`src/rtl/dfir_ram.sv`:
```
// dfir_ram: generic simple dual-port ram, one write port, one registered read port.
// No dependencies.
`timescale 1ns / 1ps

module dfir_ram #(
  parameter int unsigned WIDTH = 16,
  parameter int unsigned DEPTH = 256,
  localparam int unsigned AW   = (DEPTH > 1) ? $clog2(DEPTH) : 1
) (
  input  logic             clk_i,
  input  logic             we_i,
  input  logic [AW-1:0]    waddr_i,
  input  logic [WIDTH-1:0] wdata_i,
  input  logic [AW-1:0]    raddr_i,
  output logic [WIDTH-1:0] rdata_o
);

  logic [WIDTH-1:0] mem_q [DEPTH];
  logic [WIDTH-1:0] rdata_q;

  always_ff @(posedge clk_i) begin
    if (we_i) begin
      mem_q[waddr_i] <= wdata_i;
    end
    rdata_q <= mem_q[raddr_i];
  end

  assign rdata_o = rdata_q;

endmodule

```
`config.mk`:
```
export PLATFORM = sky130hd
export DESIGN_NAME = dfir_ram
export DESIGN_NICKNAME = d
export VERILOG_FILES = /design/src/rtl/dfir_ram.sv
export SDC_FILE = /design/constraint.sdc
export NUM_CORES = 2
export LEC_CHECK = 0
export BUFFER_PORTS_ARGS = -buffer_cell sky130_fd_sc_hd__buf_2
export CAP_MARGIN = 25
export CELL_PAD_IN_SITES_DETAIL_PLACEMENT = 1
export CELL_PAD_IN_SITES_GLOBAL_PLACEMENT = 2
export CORE_MARGIN = 2
export CORE_UTILIZATION = 45
export DETAILED_ROUTE_END_ITERATION = 10
export GPL_ROUTABILITY_DRIVEN = 0
export HOLD_SLACK_MARGIN = 0.08
export PLACE_DENSITY_LB_ADDON = 0.3
export SETUP_SLACK_MARGIN = 0.5
export SYNTH_ARGS = -nofsm -noshare
export SYNTH_HDL_FRONTEND = slang
export SYNTH_SLANG_ARGS = --single-unit
```
`constraint.sdc`:
```
create_clock -name clk_i -period 2.7 [get_ports clk_i]
set_input_delay 0.54 -clock clk_i [delete_from_list [all_inputs] [get_ports clk_i]]
set_output_delay 0.54 -clock clk_i [all_outputs]
set_load 0.02 [all_outputs]
```
==> metrics.md <==
| Metric | Value |
|---|---|
| Number of sinks handled by clock tree synthesis | `4112` |
| Start point of the worst hold path | `wdata_i[0]` |
| XOR/XNOR share of the synthesized area | `0%` |
| Data required time at the worst endpoint | `3560 ps` |
| Antenna violations before repair | `27` |
| Via count | `83100` |
| Final-report max-slew violation count | `0` |
| Number of levels the H-tree was split into | `5` |
| Synth top area share | `77.5%` |
| Setup Skew | `73.7 ps` |
| Family of cells with the greatest summed delay on the critical path | `compound AO/OA/AOI/OAI gates` |
| Power per unit of standard cell area | `713 nW/um2` |
| Wire length of the first global-routing pass | `667000 um` |
| Setup repair after global routing missed its margin | `yes` |
| Maximum cell stage delay along the critical path | `440 ps` |
| Net Count, Synth | `7394` |
| Setup violations, final | `0` |
| Detailed Place HPWL | `300000 um` |
| Number of buffers inserted during clock tree synthesis | `419` |
| Max cap viols | `0` |
| Sequential cell area | `123000 um2` |
| Most common library cell in the layout ignoring fill and taps | `sky130_fd_sc_hd__edfxtp_1` |
| DRC violation count after routing | `0` |
| Number of vias per cell | `6.15` |
| Setup Total Neg Slack | `0 ps` |
| Area share of and/or/nand/nor cells after synthesis | `1.57%` |
| Final #Nets | `8587` |
| Buffering stage count on the worst path with inverters included | `5` |
| Master cell of the clock root buffer | `sky130_fd_sc_hd__clkbuf_16` |
| Buffer levels on the longest clock path | `4` |
| Hold Violations, Final | `0` |
| Final worst path period share | `93.1%` |
| Adder-cell share of the synthesized area | `0%` |
| WL final | `471000 um` |
| Commonest non-fill, non-tap cells in the layout | `sky130_fd_sc_hd__edfxtp_1 (4096), sky130_fd_sc_hd__mux4_2 (797), sky130_fd_sc_hd__buf_4 (793), sky130_fd_sc_hd__mux2i_1 (565), sky130_fd_sc_hd__clkbuf_16 (428)` |
| Full die area | `357000 um2` |
| Cells on worst reg2reg path | `6` |
| Mapped Avg Cell Area | `21.6 um2` |
| All-Layer GR Usage | `26.3%` |
| Layout cells sized above 1 | `34.4%` |
| I/O pin cnt | `50` |
| FF+latch count, synth | `4112` |
| CTS clk-pin slew, worst paths | `60 ps` |
| Status | `finished clean` |
| Reg-to-reg critical path startpoint | `mem_q[59][7]` |
| Final core utilization | `54.3%` |
| Relative slew margins | `38.6%` |
| Skew-Pair Late Insertion Delay | `980 ps` |
| Worst Hold Depth | `1` |
| Total power of the final layout | `136 mW` |
| Switching power | `30.1 mW` |
| CTS tree | `built` |
| P_leak | `61.9 nW` |
| Final Instance Count excl. Fillers | `13500` |
| Asr flop ratio synth | `0%` |
| Row count | `218` |
| Start-to-end type of the worst setup path | `input port to flip-flop` |
| Number of port buffers | `49` |
| Count of unique library cells instantiated by Yosys | `52` |
| First-pass iteration count of the detailed router | `5` |
| Prevailing post-synth register cell | `sky130_fd_sc_hd__edfxtp_1` |
| Sw Share | `22.0%` |
| Combined area of all synthesized cells | `159000 um2` |
| Int Pwr | `106 mW` |
| Compound-Gate Fraction of Synth Area | `3.54%` |
| Antenna-violating nets left | `0` |
| Worst vdd rail ir drop | `603 uV` |
| Die extent in y | `598 um` |
| Sequential cell area fraction in the yosys report | `77.7%` |
| Startpoint types | `input port` |
| Multiplexer area fraction after synthesis | `15.5%` |
| Fraction of power consumed by sequential logic | `51.7%` |
| Cells after DPL | `12700` |
| Transition at the pin with the smallest max-transition slack | `920 ps` |
| Class of the worst hold path | `input port to flip-flop` |
| Fill cells | `30300` |
| Multi-input combinational cell area | `34600 um2` |
| Worst Hold Path EP | `mem_q[150][0]` |
| CP max FO | `18` |
| Yosys warning count | `0` |
| Worst-case register-to-register setup slack | `200 ps` |
| EDFF count, synth | `4096` |
| Setup crit end kind | `flip-flop` |
| Leading post-synthesis cells by cell area | `sky130_fd_sc_hd__edfxtp_1 (77%), sky130_fd_sc_hd__mux4_2 (11%), sky130_fd_sc_hd__mux2i_1 (3.6%), sky130_fd_sc_hd__o221ai_1 (1.4%), sky130_fd_sc_hd__nor2_1 (0.72%)` |
| Data arrival time of the worst path | `3370 ps` |
| Maximum operating frequency | `398 MHz` |
| Wirelength per Cell | `34.8 um` |
| Critical R2R Capture | `rdata_o[7]` |
| CP cell instances | `buf_16 > buf_4 > buf_16 > buf_6 > mux2i_1 > o221ai_1 > a21oi_1 > o31ai_2 > o32ai_4 > buf_6 > nor4_2` |
| Main combinational cell family by area after synthesis | `multiplexers` |
| Iteration-0 DRC count of the detailed router | `9668` |
| Vias in the first global route | `86300` |
| Core region area | `352000 um2` |
| Initial Utilization | `45.1%` |
| Time the final worst path needs with I/O delays and setup | `2510 ps` |
| Combinational power share | `6.1%` |
| Slowest stage cell, crit path | `sky130_fd_sc_hd__o31ai_2` |
| Synth-to-Final Area Change | `20.5%` |
| Largest net degree at the start of global routing | `92` |
| Power share of the clock group | `42.2%` |
| Residual overflow from global routing | `0` |
| Leading area contributor after synthesis | `sky130_fd_sc_hd__edfxtp_1` |
| X dimension of the die | `598 um` |
| Number of instances in the synthesized netlist | `7360` |
-- flip-flops by register name, indices dropped and copies added, names as in the netlist --
| name | flops |
|---|---|
| mem_q | 4096 |
| rdata_o | 16 |
-- worst max path at each step --
stage | slack (ps) | end | startpoint | cells after the start
finish | 190 | rdata_o[11] | raddr_i[0] | 11
global route | 180 | rdata_o[6] | mem_q[56][6] | 6
CTS | 140 | rdata_o[6] | mem_q[55][6] | 6
detailed placement | -1230 | rdata_o[6] | raddr_i[0] | 10
global placement | -1250 | rdata_o[6] | raddr_i[0] | 9
floorplan | 160 | rdata_o[12] | raddr_i[0] | 10
-- power groups by stage --
stage	registers, mW	logic (mW)	clock network, mW
finish	70.5	8.29	57.6
global route	70.5	8.63	60.5
CTS	70.5	8.18	58.4
detailed placement	71.8	7.94	0
global placement	71.8	7.75	0
floorplan	71.8	3.55	0
-- cell usage after synthesis, types with 2 or more instances --
library cell / number
sky130_fd_sc_hd__buf_1: 27
sky130_fd_sc_hd__inv_1: 3
sky130_fd_sc_hd__nor4_1: 17
sky130_fd_sc_hd__or3_1: 2
sky130_fd_sc_hd__buf_8: 11
sky130_fd_sc_hd__a21o_1: 2
sky130_fd_sc_hd__buf_12: 5
sky130_fd_sc_hd__or2_2: 4
sky130_fd_sc_hd__o221ai_1: 252
sky130_fd_sc_hd__nor3_1: 92
sky130_fd_sc_hd__o21ai_0: 37
sky130_fd_sc_hd__nor2b_1: 9
sky130_fd_sc_hd__nand2b_1: 3
sky130_fd_sc_hd__a22o_1: 32
sky130_fd_sc_hd__a2111oi_0: 6
sky130_fd_sc_hd__mux2_2: 88
sky130_fd_sc_hd__and4_1: 2
sky130_fd_sc_hd__clkbuf_1: 230
sky130_fd_sc_hd__o22ai_1: 148
sky130_fd_sc_hd__o31ai_1: 16
sky130_fd_sc_hd__buf_4: 26
sky130_fd_sc_hd__mux4_2: 797
sky130_fd_sc_hd__nand4b_1: 3
sky130_fd_sc_hd__o32ai_1: 20
sky130_fd_sc_hd__nor4bb_1: 2
sky130_fd_sc_hd__a22oi_1: 43
sky130_fd_sc_hd__a21oi_1: 175
sky130_fd_sc_hd__mux2i_1: 565
sky130_fd_sc_hd__nor2_1: 304
sky130_fd_sc_hd__buf_6: 77
sky130_fd_sc_hd__buf_2: 76
sky130_fd_sc_hd__nand2_1: 38
sky130_fd_sc_hd__a211oi_1: 18
sky130_fd_sc_hd__dfxtp_1: 16
sky130_fd_sc_hd__a221oi_1: 28
sky130_fd_sc_hd__and3_1: 11
sky130_fd_sc_hd__nand3_1: 35
sky130_fd_sc_hd__edfxtp_1: 4096
sky130_fd_sc_hd__nand4_1: 26
sky130_fd_sc_hd__a31oi_1: 6
-- layer usage --
metal / GRT usage (%) / wire length, um / part of all wire (%) / vias to the layer above
met3: 4.67 / 39400 / 8.4 / 670
li1: - / - / - / 33700
met5: 0 / 115 / 0.024 / -
met2: 41.7 / 225000 / 48 / 3600
met1: 37.4 / 192000 / 41 / 45100
met4: 7.64 / 14500 / 3.1 / 18
-- repair_timing --
item | 4_1_cts | 5_1_grt
pin swaps | 29 | 24
gates cloned | 1 | 3
endpoints found under the setup margin | 28 | 17
resized for setup | 155 | 74
hold buffers | 15 | 0
setup buffers | 0 | 9
hold endpoints to repair | 438 | 0
-- per-stage QoR --
step / setup WS [ps] / hold WS [ps] / area [um2]
CTS: 139 / 95.0 / 191000
global placement: -1250 / 909 / 176000
floorplan: 165 / 639 / 160000
global route: 178 / 115 / 191000
detailed placement: -1230 / 913 / 176000
finish: 187 / 148 / 191000
-- cells by family (layout without fill, tap and decap cells) --
| logic type | after synthesis | in the layout |
|---|---|---|
| AOI/OAI and AO/OA | 786 | 786 |
| buffers and inverters | 456 | 1994 |
| DFF | 4112 | 4112 |
| muxes | 1450 | 1450 |
| other | 0 | 5 |
| and+or+nand+nor | 556 | 556 |
-- layout make-up --
cell class / instances / area share, %
sequential: 4112 / 64.5
multi-input combinational: 2792 / 18.1
timing repair buffer: 1224 / 7.28
clock buffer: 498 / 5.73
tap: 4620 / 3.02
clock inverter: 268 / 1.34
inverter: 4 / 0.0144
antenna: 5 / 0.00654
Note: power is estimated with default switching activity, not from simulation.
